==> src/cda_pkg.sv <==
// Shared types and constants of the Canberra distance accumulator.
`default_nettype none
package cda_pkg;

	localparam int VALUE_BITS_DEF = 16;
	localparam int FRAC_BITS      = 16;
	localparam int QUO_BITS       = FRAC_BITS + 1;
	localparam int SUM_BITS       = 28;
	localparam int DIV_STEPS      = FRAC_BITS;
	localparam int CNT_BITS       = $clog2(DIV_STEPS);

	typedef enum logic [1:0] {
		ST_IDLE,
		ST_DIV,
		ST_ACC
	} cda_state_t;

	typedef struct packed {
		logic load;
		logic step;
		logic accum;
		logic emit;
	} cda_cmd_t;

	typedef struct packed {
		logic last;
	} cda_stat_t;

endpackage
`default_nettype wire

==> src/canberra_distance_accumulator.sv <==
// An accepted item is loaded and divided by a restoring divider, one quotient bit per
// cycle, then summed; a last element also writes the result register, and waits while
// an earlier result is untaken. A new item is taken only once the last one is summed.
// The result register lets the next item run while a result waits.
// Reset (arst_n low) clears the sum, the saturation flag and all handshakes.
`default_nettype none
module canberra_distance_accumulator import cda_pkg::*; #(
	parameter int VALUE_BITS = VALUE_BITS_DEF
) (
	input  wire logic                  clk,
	input  wire logic                  arst_n,
	input  wire logic                  in_valid,
	output logic                       in_ready,
	input  wire logic [VALUE_BITS-1:0] a_value,
	input  wire logic [VALUE_BITS-1:0] b_value,
	input  wire logic                  last_element,
	output logic                       out_valid,
	input  wire logic                  out_ready,
	output logic [SUM_BITS-1:0]        distance,
	output logic                       overflowed
);

	cda_cmd_t  cmd;
	cda_stat_t stat;

	cda_ctrl u_ctrl (
		.clk       (clk),
		.arst_n    (arst_n),
		.in_valid  (in_valid),
		.in_ready  (in_ready),
		.out_valid (out_valid),
		.out_ready (out_ready),
		.stat      (stat),
		.cmd       (cmd)
	);

	cda_datapath #(
		.VALUE_BITS (VALUE_BITS)
	) u_datapath (
		.clk          (clk),
		.arst_n       (arst_n),
		.a_value      (a_value),
		.b_value      (b_value),
		.last_element (last_element),
		.cmd          (cmd),
		.stat         (stat),
		.distance     (distance),
		.overflowed   (overflowed)
	);

endmodule
`default_nettype wire

==> src/cda_datapath.sv <==
// Datapath: restoring divider for one term, saturating sum and result register.
`default_nettype none
module cda_datapath import cda_pkg::*; #(
	parameter int VALUE_BITS = VALUE_BITS_DEF
) (
	input  wire logic                  clk,
	input  wire logic                  arst_n,
	input  wire logic [VALUE_BITS-1:0] a_value,
	input  wire logic [VALUE_BITS-1:0] b_value,
	input  wire logic                  last_element,
	input  wire cda_cmd_t              cmd,
	output cda_stat_t                  stat,
	output logic [SUM_BITS-1:0]        distance,
	output logic                       overflowed
);

	localparam int DEN_BITS = VALUE_BITS + 1;
	localparam logic [SUM_BITS-1:0] SUM_MAX = {SUM_BITS{1'b1}};

	logic [DEN_BITS-1:0] den_q;
	logic [DEN_BITS-1:0] rem_q;
	logic [QUO_BITS-1:0] quo_q;
	logic                last_q;
	logic [SUM_BITS-1:0] sum_q;
	logic                sat_q;
	logic [SUM_BITS-1:0] distance_q;
	logic                overflowed_q;

	logic [DEN_BITS-1:0] diff;
	logic [DEN_BITS-1:0] den_raw;
	logic [DEN_BITS-1:0] den_eff;
	logic                first_ge;
	logic [DEN_BITS:0]   trial;
	logic                trial_ge;
	logic [SUM_BITS:0]   sum_ext;
	logic [SUM_BITS-1:0] sum_next;
	logic                sat_next;

	always_comb begin
		diff    = (a_value >= b_value) ? {1'b0, a_value - b_value} : {1'b0, b_value - a_value};
		den_raw = {1'b0, a_value} + {1'b0, b_value};
		// both zero: divide by one, so the term is zero
		den_eff  = (den_raw == '0) ? DEN_BITS'(1) : den_raw;
		first_ge = (diff >= den_eff);
		trial    = {rem_q, 1'b0};
		trial_ge = (trial >= {1'b0, den_q});
		sum_ext  = {1'b0, sum_q} + (SUM_BITS + 1)'(quo_q);
		sum_next = sum_ext[SUM_BITS] ? SUM_MAX : sum_ext[SUM_BITS-1:0];
		sat_next = sat_q | sum_ext[SUM_BITS];
	end

	always_ff @(posedge clk) begin
		if (cmd.load) begin
			den_q  <= den_eff;
			rem_q  <= first_ge ? (diff - den_eff) : diff;
			quo_q  <= QUO_BITS'(first_ge);
			last_q <= last_element;
		end else if (cmd.step) begin
			rem_q <= trial_ge ? DEN_BITS'(trial - {1'b0, den_q}) : trial[DEN_BITS-1:0];
			quo_q <= {quo_q[QUO_BITS-2:0], trial_ge};
		end
		if (cmd.emit) begin
			distance_q   <= sum_next;
			overflowed_q <= sat_next;
		end
	end

	always_ff @(posedge clk or negedge arst_n) begin
		if (!arst_n) begin
			sum_q <= '0;
			sat_q <= 1'b0;
		end else if (cmd.accum) begin
			// clear after the last element of a vector
			sum_q <= last_q ? '0 : sum_next;
			sat_q <= last_q ? 1'b0 : sat_next;
		end
	end

	assign stat.last  = last_q;
	assign distance   = distance_q;
	assign overflowed = overflowed_q;

endmodule
`default_nettype wire

==> src/cda_ctrl.sv <==
// Controller: sequences load, divide steps and accumulation, owns the handshakes.
`default_nettype none
module cda_ctrl import cda_pkg::*; (
	input  wire logic      clk,
	input  wire logic      arst_n,
	input  wire logic      in_valid,
	output logic           in_ready,
	output logic           out_valid,
	input  wire logic      out_ready,
	input  wire cda_stat_t stat,
	output cda_cmd_t       cmd
);

	localparam logic [CNT_BITS-1:0] CNT_LAST = CNT_BITS'(DIV_STEPS - 1);

	cda_state_t          state_q, state_d;
	logic [CNT_BITS-1:0] cnt_q;
	logic                out_valid_q;
	logic                out_block;

	assign out_block = stat.last && out_valid_q && !out_ready;

	always_comb begin
		state_d = state_q;
		unique case (state_q)
			ST_IDLE: if (in_valid) state_d = ST_DIV;
			ST_DIV:  if (cnt_q == CNT_LAST) state_d = ST_ACC;
			ST_ACC:  if (!out_block) state_d = ST_IDLE;
			default: state_d = ST_IDLE;
		endcase
	end

	always_comb begin
		cmd      = '0;
		in_ready = 1'b0;
		unique case (state_q)
			ST_IDLE: begin
				in_ready = 1'b1;
				cmd.load = in_valid;
			end
			ST_DIV: cmd.step = 1'b1;
			ST_ACC: begin
				cmd.accum = !out_block;
				cmd.emit  = !out_block && stat.last;
			end
			default: ;
		endcase
	end

	always_ff @(posedge clk or negedge arst_n) begin
		if (!arst_n) begin
			state_q     <= ST_IDLE;
			cnt_q       <= '0;
			out_valid_q <= 1'b0;
		end else begin
			state_q <= state_d;
			cnt_q   <= (state_q == ST_DIV) ? cnt_q + 1'b1 : '0;
			if (cmd.emit) begin
				out_valid_q <= 1'b1;
			end else if (out_ready) begin
				out_valid_q <= 1'b0;
			end
		end
	end

	assign out_valid = out_valid_q;

	a_no_overwrite: assert property (@(posedge clk) disable iff (!arst_n)
		cmd.emit |-> !(out_valid_q && !out_ready))
		else $error("result overwritten before it was taken");

	a_div_length: assert property (@(posedge clk) disable iff (!arst_n)
		(state_q == ST_DIV && cnt_q == CNT_LAST) |=> (state_q == ST_ACC))
		else $error("divide did not end after its last step");

	a_accept_starts: assert property (@(posedge clk) disable iff (!arst_n)
		(in_valid && in_ready) |=> (state_q == ST_DIV && cnt_q == '0))
		else $error("accepted item did not start a divide");

endmodule
`default_nettype wire

==> config.mk <==
export PLATFORM = sky130hd
export DESIGN_NAME = canberra_distance_accumulator
export DESIGN_NICKNAME = d
export VERILOG_FILES = /design/src/cda_pkg.sv /design/src/canberra_distance_accumulator.sv /design/src/cda_datapath.sv /design/src/cda_ctrl.sv
export SDC_FILE = /design/constraint.sdc
export NUM_CORES = 1
export LEC_CHECK = 0
export BUFFER_PORTS_ARGS = -buffer_cell sky130_fd_sc_hd__buf_4
export CAP_MARGIN = 15
export CORE_ASPECT_RATIO = 0.75
export CORE_MARGIN = 10
export CORE_UTILIZATION = 42
export DETAILED_ROUTE_END_ITERATION = 8
export HOLD_SLACK_MARGIN = 0.05
export MAX_ROUTING_LAYER = met4
export PLACE_DENSITY = 0.55
export SLEW_MARGIN = 10
export SYNTH_ARGS = -nofsm -noshare
export SYNTH_HDL_FRONTEND = slang
export SYNTH_HIERARCHICAL = 1
export SYNTH_SLANG_ARGS = --single-unit
==> constraint.sdc <==
create_clock -name clk -period 3.4 [get_ports clk]
set_clock_uncertainty 0.2 [all_clocks]
set_input_delay 0.51 -clock clk [delete_from_list [all_inputs] [get_ports clk]]
set_output_delay 0.51 -clock clk [all_outputs]
set_load 0.02 [all_outputs]
==> impl_results.rst, run 1 <==
.. list-table::
   :header-rows: 1

   * - Metric
     - Value
   * - Result of the run
     - finished, violations left
   * - Violated checks
     - negative setup slack
   * - Total half-perimeter wirelength after legalization and detailed placement
     - 25300 um
   * - Launching element of the worst setup path
     - a_value[0]
   * - Fin area
     - 14200 um2
   * - Clock latency on the worst-skew pair
     - about 0.43 ns
   * - Total placed instance area
     - 13000 um2
   * - Commonest non-fill, non-tap cells in the layout
     - sky130_fd_sc_hd__buf_4 (339), sky130_fd_sc_hd__inv_1 (90), sky130_fd_sc_hd__ha_1 (85)
   * - Worst-case vdd ir drop
     - 0.418 mV
   * - TritonCTS buffer count
     - 17
   * - Initial DRC count
     - 619
   * - CTS H-tree depth
     - 4
   * - Critical Path AT
     - 4.85 ns
   * - Global route total overflow
     - 0
   * - Cell depth of the worst setup path
     - 21
   * - Cell breakdown of the critical path
     - buf_12 > ha_4 > fa_2 > nor2b_4 > o21ai_2 > a31o_4 > mux2i_2 > a2111oi_4 > nand4_1 > or4_4 > o41ai_4 > ha_4 > nand3_4 > nor4_4 > a21oi_2 > nand2_1 > o21ai_2 > or2_4 > buf_12 > mux2_4 > mux2i_1
   * - Initial antenna violation count
     - 0
   * - Max Fanout on Critical Path
     - 6
   * - Max Root-Sink Buffers
     - 2
   * - Part of the cycle the worst path needs
     - 141%
   * - Via count of the first global-routing pass
     - about 9.6k
   * - Average via count per standard cell
     - 5.42
   * - Die Footprint
     - approximately 31000 um2
   * - Startpoint-to-endpoint class of the critical path
     - in -> reg
   * - Most common cell after layout, fill and taps aside
     - sky130_fd_sc_hd__buf_4
   * - Placeable core region
     - between 20000 and 25000 um2
   * - Clock net sink count
     - approximately 120
   * - EDFF count, synth
     - 65
   * - Share of cells above drive strength 1
     - 34.3%
   * - Final setup violation count
     - 18
   * - RSZ-0062 raised after global routing
     - true
   * - Number of instances in the synthesized netlist
     - roughly 1.2k
   * - Die X-Extent
     - around 200 um
   * - Share of synthesized area occupied by flip-flops and latches
     - 31.1%
   * - Number of detailed-routing iterations run before antenna repair
     - 5
   * - Syn Nets
     - around 1.3k
   * - GR Util All Layers
     - a little over a fifth
   * - Cell family contributing the most delay on the critical path
     - simple AND/OR/NAND/NOR gates
   * - Leakage power summed over all cells
     - 6.67 nW
   * - Count of yosys warnings during synthesis
     - 6
   * - Weighted congestion reported at the end of routability-driven placement
     - around 0.95
   * - Summed negative setup slack over all endpoints
     - -23.63 ns
   * - Required time worst endpoint
     - 3.46 ns
   * - Power Dens Cells
     - around 760 nW/um2
   * - Pin count of the biggest net entering global routing
     - 37
   * - Biggest area contributors in the synthesized netlist
     - sky130_fd_sc_hd__edfxtp_1 (19%), sky130_fd_sc_hd__ha_1 (12%), sky130_fd_sc_hd__dfrtp_1 (8.8%)
   * - Number of nets with antenna violations after detailed routing
     - 0
   * - Clock tree from TritonCTS
     - built
   * - Final design utilization
     - between 50% and 60%
   * - Mean routed wirelength per cell
     - 17.8 um
   * - Initial Util
     - 42.7%
   * - Type of the tightest min-delay check
     - in -> reg
   * - Final wirelength
     - between 30000 and 40000 um
   * - Prevailing post-synth register cell
     - sky130_fd_sc_hd__edfxtp_1
   * - Vias post-DR
     - just under 10k
   * - Measured slew at the worst slew-check pin
     - 0.977 ns
   * - Synth-to-Final Area Change
     - 39.0%
   * - Hold path startpoint
     - last_element
   * - Total of max-cap violations
     - 0
   * - Total Power
     - ~11 mW
   * - Async set-reset flop share out of synthesis
     - 30.8%
   * - Startpoint type of the worst setup path
     - input pin
   * - Drc violations
     - 0
   * - Setup slack after placement
     - -2.01 ns
   * - Slowest cell on crit path
     - sky130_fd_sc_hd__o41ai_4
   * - Worst Reg-to-Reg Cells
     - 10
   * - Post-layout min period
     - between 4 and 5 ns
   * - Global-route wire length before repair
     - about 51000 um
   * - Combined buffer and inverter count along the critical path
     - 2
   * - RR Startpoint
     - u_datapath/den_q[0]$_DFFE_PP_
   * - Crit end category
     - register
   * - Number of placement rows
     - around 50
   * - Cell depth of the worst hold path
     - 1
   * - Number of placed I/O pins
     - 68
   * - Area share of the largest cell type after synthesis
     - 19.1%
   * - Worst path setup slack after routing
     - -1.39 ns
   * - Final hold violation count
     - 0
   * - Largest area contributor in the netlist
     - sky130_fd_sc_hd__edfxtp_1
   * - Worst hold slack across all endpoints
     - approximately 0.09 ns
   * - Die height
     - 155 um
   * - Mean post-synth cell area
     - ~9 um2
   * - # diodes
     - 0
   * - Worst-path clk slew
     - ~0.060 ns
   * - Filler Cells Inserted
     - ~2.1k
   * - Fmax
     - between 200 and 250 MHz
   * - Max Transition Viols Final
     - 0
   * - Slowest Stage Delay on Critical Path
     - between 0.4 and 0.5 ns
   * - Cell area after technology mapping
     - 10200 um2
   * - CTS root buffer
     - sky130_fd_sc_hd__clkbuf_16
   * - Number of nets in the final layout
     - between 1.5k and 2k
   * - Worst slew margin relative to its limit
     - 34.7%
   * - Number of register bits inferred by synthesis
     - between 100 and 150
   * - Post-synthesis cell type count
     - 94
   * - Post-Layout Cell Count
     - around 1.8k
   * - Dpl cells
     - 1740
   * - Port Buf Inserts
     - 67
==> metal layers <==
metal,vias up,part of all wire (%),global-route usage [%]
li1,4860,-,-
met1,4570,54,32.4
met2,246,39,27.5
met3,28,5.3,3.62
met4,0,1.2,4.28
met5,-,0,-
==> worst reg2reg max path, stage by stage (launching register included) <==
cell,delay [ns]
sky130_fd_sc_hd__edfxtp_1,0.44
sky130_fd_sc_hd__fa_1,0.47
sky130_fd_sc_hd__nor2b_1,0.19
sky130_fd_sc_hd__o31a_1,0.19
sky130_fd_sc_hd__o21ai_0,0.18
sky130_fd_sc_hd__a21oi_1,0.40
sky130_fd_sc_hd__a41oi_2,0.23
sky130_fd_sc_hd__buf_4,0.19
sky130_fd_sc_hd__and3_1,0.17
sky130_fd_sc_hd__o32ai_1,0.34
sky130_fd_sc_hd__nor3_1,0.12
==> registers in the layout (all words and copies together) (netlist names) <==
| name | count |
|---|---|
| u_ctrl/cnt_q | 4 |
| u_ctrl/out_valid | 1 |
| u_ctrl/state_q | 2 |
| u_datapath/den_q | 17 |
| u_datapath/distance | 28 |
| u_datapath/overflowed | 1 |
| u_datapath/quo_q | 17 |
| u_datapath/rem_q | 17 |
| u_datapath/sat_q | 1 |
| u_datapath/stat | 1 |
| u_datapath/sum_q | 28 |
==> Yosys cell counts (4+ instances only) <==
master and instances:
sky130_fd_sc_hd__xnor2_1 46, sky130_fd_sc_hd__fa_1 6, sky130_fd_sc_hd__nand4_1 10, sky130_fd_sc_hd__and3_1 21
sky130_fd_sc_hd__a311oi_1 7, sky130_fd_sc_hd__ha_1 98, sky130_fd_sc_hd__inv_1 97, sky130_fd_sc_hd__a41o_1 5
sky130_fd_sc_hd__o21bai_1 14, sky130_fd_sc_hd__nand3b_1 5, sky130_fd_sc_hd__nor2b_1 21, sky130_fd_sc_hd__o21a_1 13
sky130_fd_sc_hd__clkbuf_1 26, sky130_fd_sc_hd__a2111oi_0 4, sky130_fd_sc_hd__o21ai_0 64, sky130_fd_sc_hd__a21boi_0 9
sky130_fd_sc_hd__edfxtp_1 65, sky130_fd_sc_hd__a21oi_1 90, sky130_fd_sc_hd__nor3_1 25, sky130_fd_sc_hd__dfxtp_1 16
sky130_fd_sc_hd__or2_2 4, sky130_fd_sc_hd__buf_2 15, sky130_fd_sc_hd__and4_1 4, sky130_fd_sc_hd__mux2i_1 41
sky130_fd_sc_hd__a22oi_1 7, sky130_fd_sc_hd__a211oi_1 12, sky130_fd_sc_hd__o211ai_1 9, sky130_fd_sc_hd__or3_1 5
sky130_fd_sc_hd__nand3_1 20, sky130_fd_sc_hd__nor4_1 5, sky130_fd_sc_hd__a21o_1 22, sky130_fd_sc_hd__and2_1 9
sky130_fd_sc_hd__dfrtp_1 36, sky130_fd_sc_hd__a31oi_1 21, sky130_fd_sc_hd__o31ai_1 7, sky130_fd_sc_hd__nor2_1 88
sky130_fd_sc_hd__a22o_1 13, sky130_fd_sc_hd__nand2b_1 17, sky130_fd_sc_hd__nand2_1 73, sky130_fd_sc_hd__xor2_1 13
sky130_fd_sc_hd__o22ai_1 4, sky130_fd_sc_hd__a41oi_1 4
==> cell families (layout without fill, tap and decap cells) <==
group                      after synthesis  in the layout  share of synthesized area [%]
DFF                                    117            117                           31.1
xor gates and xnor gates                59             59                           5.07
muxes                                   44             44                           4.35
AOI/OAI and AO/OA                      351            351                           23.4
and+or+nand+nor                        329            329                           16.4
adders and majority gates              104            104                           13.2
buffers and inverters                  149            482                           6.48
==> path summary, 6_finish.rpt <==
path	endpoint	slack [ns]
max	u_datapath/rem_q[1]$_DFFE_PP_	-1.39
min	u_datapath/stat$_DFFE_PP_	0.09
max reg2reg	u_datapath/rem_q[8]$_DFFE_PP_	0.01
min reg2reg	u_ctrl/cnt_q[0]$_DFF_PN0_	0.27
max in group asynchronous	u_datapath/sum_q[20]$_DFFE_PN0P_	2.25
min in group asynchronous	u_datapath/sum_q[4]$_DFFE_PN0P_	0.39
==> final cells by class <==
class	instances	area, um2	share of cell area [%]
clock buffers	17	425	3.00
clock inverters	15	149	1.05
inverters	98	388	2.74
flip-flops and latches	117	3170	22.4
repair buffers	352	2720	19.2
multi-input cells	887	6940	49.0
well taps	306	383	2.70
==> power breakdown <==
group	leakage [nW]	switching, mW	total (mW)	internal, mW
Sequential	1.20	0.279	2.39	2.11
Clock	0.278	0.809	1.78	0.976
Combinational	5.19	3.51	6.56	3.05
==> repair_timing <==
action,CTS,global route
endpoints found under the hold margin,36,0
gates cloned,1,0
pin swaps,38,31
gates resized for setup,59,30
buffers inserted,11,7
hold buffers,1,0
endpoints found under the setup margin,18,35
No activity file was read; power rests on OpenSTA's default activity.
==> run 2: changes to the inputs <==
- ABC_AREA: default -> 1
- CORE_ASPECT_RATIO: 0.75 -> 1.4
==> run 2 against run 1 <==
The run still ends with negative setup slack left. Register-to-register slack improved by 0.47 ns. Utilization rose by 0.98 points. Hold slack got worse by 0.012 ns. Highest routed layer unchanged.
==> impl_results.rst, run 2 <==
.. list-table::
   :header-rows: 1

   * - Metric
     - Value
   * - Setup slack after placement
     - -1.31 ns (+0.704 ns)
   * - Die height
     - 212 um (+37%)
   * - Count of yosys warnings during synthesis
     - 6 (unchanged)
   * - Final hold violation count
     - 0 (unchanged)
   * - Met3 routed wirelength
     - 978 um (-42%)
   * - Post-Layout Cell Count
     - 2342 (+31%)
   * - Share of synthesized area occupied by flip-flops and latches
     - 28.6% (-2.5 points)
   * - Top routing layer in use
     - met4
   * - Synth cell count leaders
     - sky130_fd_sc_hd__nand2_1 (564), sky130_fd_sc_hd__inv_1 (232), sky130_fd_sc_hd__nor2_1 (155)
   * - Commonest non-fill, non-tap cells in the layout
     - sky130_fd_sc_hd__nand2_1 (497), sky130_fd_sc_hd__buf_4 (321), sky130_fd_sc_hd__inv_1 (213)
   * - Initial DRC count
     - 578 (-6.6%)
   * - Slack of the worst reg-to-reg path
     - 0.48 ns (+0.47 ns)
   * - Biggest area contributors in the synthesized netlist
     - sky130_fd_sc_hd__nand2_1 (19%), sky130_fd_sc_hd__edfxtp_1 (18%), sky130_fd_sc_hd__ha_1 (11%)
   * - Global route total overflow
     - 0 (unchanged)
   * - Syn Nets
     - 1818 (+40%)
   * - TritonCTS buffer count
     - 17 (unchanged)
   * - # diodes
     - 0 (unchanged)
   * - Mean post-synth cell area
     - 6.60 um2 (-25%)
   * - Measured slew at the worst slew-check pin
     - 0.733 ns (-0.244 ns)
   * - RR Startpoint
     - u_datapath/quo_q[0]$_DFFE_PP_
   * - Clock net sink count
     - 117 (unchanged)
   * - Initial antenna violation count
     - 0 (unchanged)
   * - Post-synthesis cell type count
     - 46 (-51%)
   * - Number of register bits inferred by synthesis
     - 117 (unchanged)
   * - Die X-Extent
     - 157 um (-21%)
   * - Dpl cells
     - 2278 (+31%)
   * - Cell area after technology mapping
     - 11100 um2 (+8.6%)
   * - Max Fanout on Critical Path
     - 8 (+2)
   * - Cell depth of the worst hold path
     - 1 (unchanged)
   * - Result of the run
     - finished, violations left
   * - Placeable core region
     - 26100 um2 (+9.2%)
   * - Via count of the first global-routing pass
     - 12.0k (+26%)
   * - Worst slew margin relative to its limit
     - 51.1% (+16 points)
   * - Leakage power summed over all cells
     - 8.06 nW (+21%)
   * - Met1 Routed Length
     - 14800 um (-14%)
   * - Worst-path clk slew
     - 0.06 ns (about the same)
   * - Drc violations
     - 0 (unchanged)
   * - Initial Util
     - 42.4% (-0.22 points)
   * - Port Buf Inserts
     - 67 (unchanged)
   * - Vias post-DR
     - 12.0k (+24%)
   * - Type of the tightest min-delay check
     - in -> reg
   * - Final wirelength
     - 39700 um (+25%)
   * - Pin count of the biggest net entering global routing
     - 42 (+14%)
   * - Most numerous cell in the Yosys netlist
     - sky130_fd_sc_hd__nand2_1
   * - Hold path startpoint
     - last_element
   * - Startpoint type of the worst setup path
     - input pin
   * - EDFF count, synth
     - 65 (unchanged)
   * - Final setup violation count
     - 18 (unchanged)
   * - Area share of the largest cell type after synthesis
     - 19.1% (-0.022 points)
   * - Die Footprint
     - 33400 um2 (+7.7%)
   * - Worst hold slack across all endpoints
     - 0.0750 ns (-0.0124 ns)
   * - Most common cell after layout, fill and taps aside
     - sky130_fd_sc_hd__nand2_1
   * - Worst-case vdd ir drop
     - 0.385 mV (-7.9%)
   * - Async set-reset flop share out of synthesis
     - 30.8% (unchanged)
   * - Crit end category
     - register
   * - Mean routed wirelength per cell
     - 17.0 um (-4.7%)
   * - Critical Path AT
     - 3.66 ns (-1.19 ns)
   * - Total half-perimeter wirelength after legalization and detailed placement
     - 32400 um (+28%)
   * - Worst reg2reg path endpoint
     - u_datapath/distance[18]$_DFFE_PP_
   * - Number of detailed-routing iterations run before antenna repair
     - 6 (+1)
   * - Post-layout min period
     - 3.70 ns (-1.09 ns)
   * - Filler Cells Inserted
     - 2529 (+18%)
   * - Fmax
     - 271 MHz (+30%)
   * - CTS root buffer
     - sky130_fd_sc_hd__clkbuf_16
   * - End of the worst hold path
     - u_datapath/stat$_DFFE_PP_
   * - Average via count per standard cell
     - 5.12 (-5.5%)
   * - Share of cells above drive strength 1
     - 30.9% (-3.4 points)
   * - Total placed instance area
     - 13800 um2 (+6.3%)
   * - Number of nets with antenna violations after detailed routing
     - 0 (unchanged)
   * - Violated checks
     - negative setup slack
   * - Total of max-cap violations
     - 0 (unchanged)
   * - CTS H-tree depth
     - 4 (unchanged)
   * - Required time worst endpoint
     - 3.37 ns (-0.09 ns)
   * - Routed met2 length
     - 21700 um (+72%)
   * - Number of nets in the final layout
     - 2146 (+33%)
   * - Global-route wire length before repair
     - 62500 um (+22%)
   * - Number of placed I/O pins
     - 68 (unchanged)
   * - Max Transition Viols Final
     - 0 (unchanged)
   * - RSZ-0062 raised after global routing
     - true
   * - Worst Reg-to-Reg Cells
     - 9 (-1)
   * - GR Util All Layers
     - 24.6% (+3.6 points)
   * - Part of the cycle the worst path needs
     - 109% (-32 points)
   * - Largest area contributor in the netlist
     - sky130_fd_sc_hd__nand2_1
   * - Startpoint-to-endpoint class of the critical path
     - in -> reg
   * - Number of placement rows
     - 70 (+43%)
   * - Worst path setup slack after routing
     - -0.297 ns (+1.09 ns)
   * - Clock latency on the worst-skew pair
     - 0.42 ns (about the same)
   * - Clock tree from TritonCTS
     - built
   * - Total Power
     - 10.3 mW (-3.8%)
   * - Fin area
     - 15700 um2 (+11%)
   * - Max Root-Sink Buffers
     - 2 (unchanged)
   * - Synth-to-Final Area Change
     - 42.0%
   * - Weighted congestion reported at the end of routability-driven placement
     - 0.989 (+3.9%)
   * - Power Dens Cells
     - 657 nW/um2 (-13%)
   * - Prevailing post-synth register cell
     - sky130_fd_sc_hd__edfxtp_1
   * - Number of instances in the synthesized netlist
     - 1677 (+45%)
-- run 2: changes by cell type after synthesis, moves of 21 or more --
cell | previous run | this run
sky130_fd_sc_hd__nand2_1 | 73 | 564
sky130_fd_sc_hd__nor2_1 | 88 | 155
sky130_fd_sc_hd__nor2b_1 | 21 | 0
sky130_fd_sc_hd__and3_1 | 21 | 0
sky130_fd_sc_hd__inv_1 | 97 | 232
sky130_fd_sc_hd__nand4_1 | 10 | 36
sky130_fd_sc_hd__nand3_1 | 20 | 113
sky130_fd_sc_hd__mux2i_1 | 41 | 0
sky130_fd_sc_hd__xnor2_1 | 46 | 24
-- run 2: kinds of logic (layout without fill, tap and decap cells) --
logic type,Yosys count,after routing,synth area share (%)
simple gates,927,930,35.1
compound gates,201,201,9.84
fa+ha+maj,104,104,12.2
xor+xnor,49,49,3.87
flops,117,117,28.6
buf+inv,279,617,10.3
-- run 2: how the worst max path moves through the flow --
| stage | startpoint | end | slack [ns] | cells after the start |
|---|---|---|---|---|
| after detailed placement | a_value[0] | u_datapath/rem_q[2]$_DFFE_PP_ | -1.31 | 29 |
| final | a_value[3] | u_datapath/rem_q[5]$_DFFE_PP_ | -0.30 | 26 |
| after global routing | a_value[7] | u_datapath/rem_q[5]$_DFFE_PP_ | -0.43 | 24 |
| after floorplan | a_value[0] | u_datapath/rem_q[1]$_DFFE_PP_ | -0.28 | 29 |
| after global placement | a_value[0] | u_datapath/rem_q[2]$_DFFE_PP_ | -1.25 | 28 |
| after CTS | b_value[0] | u_datapath/rem_q[5]$_DFFE_PP_ | -0.27 | 28 |
-- run 2: per-layer routing --
layer | vias to the layer above | GRT usage (%)
met2 | 284 | 45.9
li1 | 6042 | -
met4 | 0 | 14.0
met5 | - | -
met1 | 5552 | 24.5
met3 | 110 | 2.12
-- run 2: power breakdown --
group          internal (mW)  total, mW  switching, mW
sequential              2.00       2.20          0.203
combinational           2.56       6.16           3.61
clock                   1.31       1.96          0.644
-- run 2: layout make-up --
type | instances | area, um2 | area share [%]
timing repair buffer | 342 | 2680 | 17.0
sequential | 117 | 3170 | 20.2
inverter | 243 | 948 | 6.03
multi-input combinational | 1284 | 7870 | 50.1
clock inverter | 13 | 205 | 1.30
clock buffer | 19 | 443 | 2.82
tap | 324 | 405 | 2.58
-- run 2: repair_timing --
action	in CTS	in global routing
setup endpoints to repair	18	18
hold endpoints to repair	36	0
hold buffers	1	0
pin swaps	55	49
gates resized for setup	131	139
cloned	3	1
buffers inserted	22	7
-- run 2: worst max-delay path, cell delays in order --
cell	delay (ns)
sky130_fd_sc_hd__buf_4	0.11
sky130_fd_sc_hd__inv_1	0.09
sky130_fd_sc_hd__ha_4	0.23
sky130_fd_sc_hd__buf_4	0.14
sky130_fd_sc_hd__a21oi_1	0.28
sky130_fd_sc_hd__nand2_4	0.12
sky130_fd_sc_hd__nand2_2	0.09
sky130_fd_sc_hd__nand2_2	0.09
sky130_fd_sc_hd__buf_6	0.12
sky130_fd_sc_hd__xor2_1	0.13
sky130_fd_sc_hd__nand2_1	0.09
sky130_fd_sc_hd__nand2_2	0.11
sky130_fd_sc_hd__inv_2	0.05
sky130_fd_sc_hd__ha_4	0.30
sky130_fd_sc_hd__nand2_4	0.08
sky130_fd_sc_hd__nor2_4	0.12
sky130_fd_sc_hd__nand3_2	0.10
sky130_fd_sc_hd__nand2_2	0.10
sky130_fd_sc_hd__nand2_2	0.06
sky130_fd_sc_hd__nand2_2	0.09
sky130_fd_sc_hd__nand2_4	0.07
sky130_fd_sc_hd__nand2_8	0.16
sky130_fd_sc_hd__buf_8	0.15
sky130_fd_sc_hd__nand3b_1	0.07
sky130_fd_sc_hd__nand3_1	0.10
sky130_fd_sc_hd__o21ai_1	0.08
-- run 2: through the flow --
stage               utilization [%]  TNS [ns]
floorplan                         -     -3.83
global placement               53.0    -21.03
detailed placement             53.0    -21.96
CTS                            58.0     -4.30
global route                   60.3     -6.87
finish                         60.3     -4.59
==> run 3: changes to the inputs <==
- CORE_UTILIZATION: 42 -> 60
- PLACE_DENSITY: 0.55 -> 0.75
==> run 3 against run 2 <==
The run still ends with negative setup slack left. Sequential share of layout area grew 0.25 points. Wire length is 9.8% higher. First-iteration DRC count grew to 2.8 times the previous value. Critical path type unchanged. Critical endpoint is now u_datapath/rem_q[11]$_DFFE_PP_.
==> impl_results.rst, run 3 (synthesized netlist as in run 2, its figures left out) <==
.. list-table::
   :header-rows: 1

   * - Metric
     - Value
   * - Share of cells above drive strength 1
     - 30.8% (-0.11 points)
   * - Measured slew at the worst slew-check pin
     - 0.737 ns (+0.00389 ns)
   * - Total half-perimeter wirelength after legalization and detailed placement
     - 29100 um (-10%)
   * - Initial DRC count
     - 1596 (+180%)
   * - Number of nets in the final layout
     - 2121 (-1.2%)
   * - Dpl cells
     - 2165 (-5.0%)
   * - Worst slew margin relative to its limit
     - 50.8% (-0.26 points)
   * - Final hold violation count
     - 0 (unchanged)
   * - Result of the run
     - finished, violations left
   * - Initial antenna violation count
     - 0 (unchanged)
   * - Clock latency on the worst-skew pair
     - 0.43 ns (about the same)
   * - Type of the tightest min-delay check
     - in -> reg
   * - Final design utilization
     - 86.0% (+26 points)
   * - Pin count of the biggest net entering global routing
     - 42 (unchanged)
   * - Cell family contributing the most delay on the critical path
     - simple AND/OR/NAND/NOR gates
   * - Max Transition Viols Final
     - 0 (unchanged)
   * - CTS H-tree depth
     - 4 (unchanged)
   * - Worst-path clk slew
     - 0.06 ns (about the same)
   * - Slack of the worst reg-to-reg path
     - 0.27 ns (-0.21 ns)
   * - Total of max-cap violations
     - 0 (unchanged)
   * - Critical Path AT
     - 3.84 ns (+0.18 ns)
   * - Slowest cell on crit path
     - sky130_fd_sc_hd__fa_2
   * - Worst-case vdd ir drop
     - 0.468 mV (+22%)
   * - Worst reg2reg path endpoint
     - u_datapath/distance[18]$_DFFE_PP_
   * - Slowest Stage Delay on Critical Path
     - 0.39 ns (+0.09 ns)
   * - Number of nets with antenna violations after detailed routing
     - 0 (unchanged)
   * - Power Dens Cells
     - 690 nW/um2 (+5.1%)
   * - Max Fanout on Critical Path
     - 6 (-2)
   * - Worst Reg-to-Reg Cells
     - 9 (unchanged)
   * - Most prevalent standard cell on the critical path
     - sky130_fd_sc_hd__nand2_2
   * - Initial Util
     - 61.3% (+19 points)
   * - Combined buffer and inverter count along the critical path
     - 8 (+2)
   * - RSZ-0062 raised after global routing
     - true
   * - Final wirelength
     - 43700 um (+9.8%)
   * - Most common cell after layout, fill and taps aside
     - sky130_fd_sc_hd__nand2_1
   * - Drc violations
     - 0 (unchanged)
   * - Die X-Extent
     - 135 um (-14%)
   * - Worst path setup slack after routing
     - -0.464 ns (-0.167 ns)
   * - RR Startpoint
     - u_datapath/quo_q[0]$_DFFE_PP_
   * - Port Buf Inserts
     - 67 (unchanged)
   * - Number of placement rows
     - 58 (-17%)
   * - Global route total overflow
     - 0 (unchanged)
   * - Die height
     - 181 um (-15%)
   * - Weighted congestion reported at the end of routability-driven placement
     - 1.07 (+8.2%)
   * - Vias post-DR
     - 13.4k (+12%)
   * - Max Root-Sink Buffers
     - 2 (unchanged)
   * - Launching element of the worst setup path
     - b_value[0]
   * - Violated checks
     - negative setup slack
   * - Crit end category
     - register
   * - Post-Layout Cell Count
     - 2233 (-4.7%)
   * - Post-layout min period
     - 3.86 ns (+0.167 ns)
   * - Number of placed I/O pins
     - 68 (unchanged)
   * - Synth-to-Final Area Change
     - 40.2%
   * - TritonCTS buffer count
     - 17 (unchanged)
   * - Global-route wire length before repair
     - 64000 um (+2.4%)
   * - Clock net sink count
     - 117 (unchanged)
   * - Filler Cells Inserted
     - 1041 (-59%)
   * - CTS root buffer
     - sky130_fd_sc_hd__clkbuf_16
   * - Required time worst endpoint
     - 3.38 ns (about the same)
   * - Clock tree from TritonCTS
     - built
   * - Via count of the first global-routing pass
     - 12.9k (+7.2%)
   * - GR Util All Layers
     - 33.6% (+9.0 points)
   * - Final setup violation count
     - 18 (unchanged)
   * - Cell depth of the worst setup path
     - 28 (+7.7%)
   * - Number of detailed-routing iterations run before antenna repair
     - 6 (unchanged)
   * - Capture point of the worst path
     - u_datapath/rem_q[11]$_DFFE_PP_
   * - Total Power
     - 10.7 mW (+3.8%)
   * - Mean routed wirelength per cell
     - 19.6 um (+15%)
   * - Placeable core region
     - 18100 um2 (-31%)
   * - Startpoint type of the worst setup path
     - input pin
   * - Fmax
     - 259 MHz (-4.3%)
   * - Die Footprint
     - 24400 um2 (-27%)
   * - Commonest non-fill, non-tap cells in the layout
     - sky130_fd_sc_hd__nand2_1 (477), sky130_fd_sc_hd__buf_4 (294), sky130_fd_sc_hd__inv_1 (214)
   * - # diodes
     - 0 (unchanged)
   * - Startpoint-to-endpoint class of the critical path
     - in -> reg
   * - Average via count per standard cell
     - 5.99 (+17%)
   * - Leakage power summed over all cells
     - 7.96 nW (-1.3%)
   * - Part of the cycle the worst path needs
     - 114% (+4.9 points)
## run 3: changes by cell type in the layout (fill, tap and decap cells not counted), sizes merged
cell    before  now
buf        341  317
bufinv       5    2
clkinv       6    7
inv        240  243
nand2      578  576
## run 3: layout make-up
cell class / instances / area (um2) / area share (%)
clock buffers: 18 / 429 / 2.76
multi-input cells: 1282 / 7960 / 51.2
flip-flops and latches: 117 / 3170 / 20.4
repair buffers: 319 / 2570 / 16.5
inverters: 243 / 950 / 6.11
clock inverters: 14 / 154 / 0.991
well taps: 240 / 300 / 1.93
## run 3: metal layers
layer / share of wire [%] / track usage (%) / vias up
li1: - / - / 6006
met3: 8.4 / 5.41 / 347
met2: 50 / 58.4 / 975
met1: 33 / 33.7 / 6042
met4: 9.2 / 22.4 / 0
met5: 0 / - / -
## run 3: how the worst min path moves through the flow
stage / from / endpoint / cells past startpoint
after floorplan: arst_n / u_ctrl/cnt_q[0]$_DFF_PN0_ / 0
after global placement: u_ctrl/cnt_q[0]$_DFF_PN0_ / u_ctrl/cnt_q[0]$_DFF_PN0_ / 1
after detailed placement: u_ctrl/cnt_q[0]$_DFF_PN0_ / u_ctrl/cnt_q[0]$_DFF_PN0_ / 1
after CTS: last_element / u_datapath/stat$_DFFE_PP_ / 1
after global routing: last_element / u_datapath/stat$_DFFE_PP_ / 1
final: last_element / u_datapath/stat$_DFFE_PP_ / 1
## run 3: worst reg2reg max path, cell delays in order, from the launching register on
cell and delay [ns]:
sky130_fd_sc_hd__edfxtp_1 0.51, sky130_fd_sc_hd__ha_1 0.29, sky130_fd_sc_hd__inv_1 0.08, sky130_fd_sc_hd__fa_1 0.47
sky130_fd_sc_hd__o21ai_2 0.24, sky130_fd_sc_hd__a21oi_1 0.23, sky130_fd_sc_hd__o21ai_0 0.47, sky130_fd_sc_hd__nand2_1 0.17
sky130_fd_sc_hd__nand3_1 0.10, sky130_fd_sc_hd__nand3_1 0.09
## run 3: stage by stage
stage	instance area (um2)	setup TNS (ns)	hold WS (ns)	setup slack, ns
after floorplan	11300	-3.83	0.0144	-0.276
after global placement	13600	-18.52	0.248	-1.07
after detailed placement	13600	-18.94	0.271	-1.09
after CTS	15000	-2.64	0.0645	-0.188
after global routing	15500	-8.15	0.0540	-0.543
final	15500	-6.42	0.0609	-0.464
## run 3: where the power goes
group	switching (mW)	total, mW	internal (mW)	leakage [nW]
Sequential	0.259	2.26	2.00	1.24
Combinational	4.02	6.66	2.64	6.45
Clock	0.723	1.81	1.09	0.271
Total	5.00	10.7	5.73	7.96
## run 3: what timing repair did
action,4_1_cts,5_1_grt
setup buffers,24,11
endpoints found under the setup margin,18,18
cloned,2,1
pin swaps,50,79
hold buffers,1,0
gates resized for setup,166,120
hold endpoints to repair,36,0
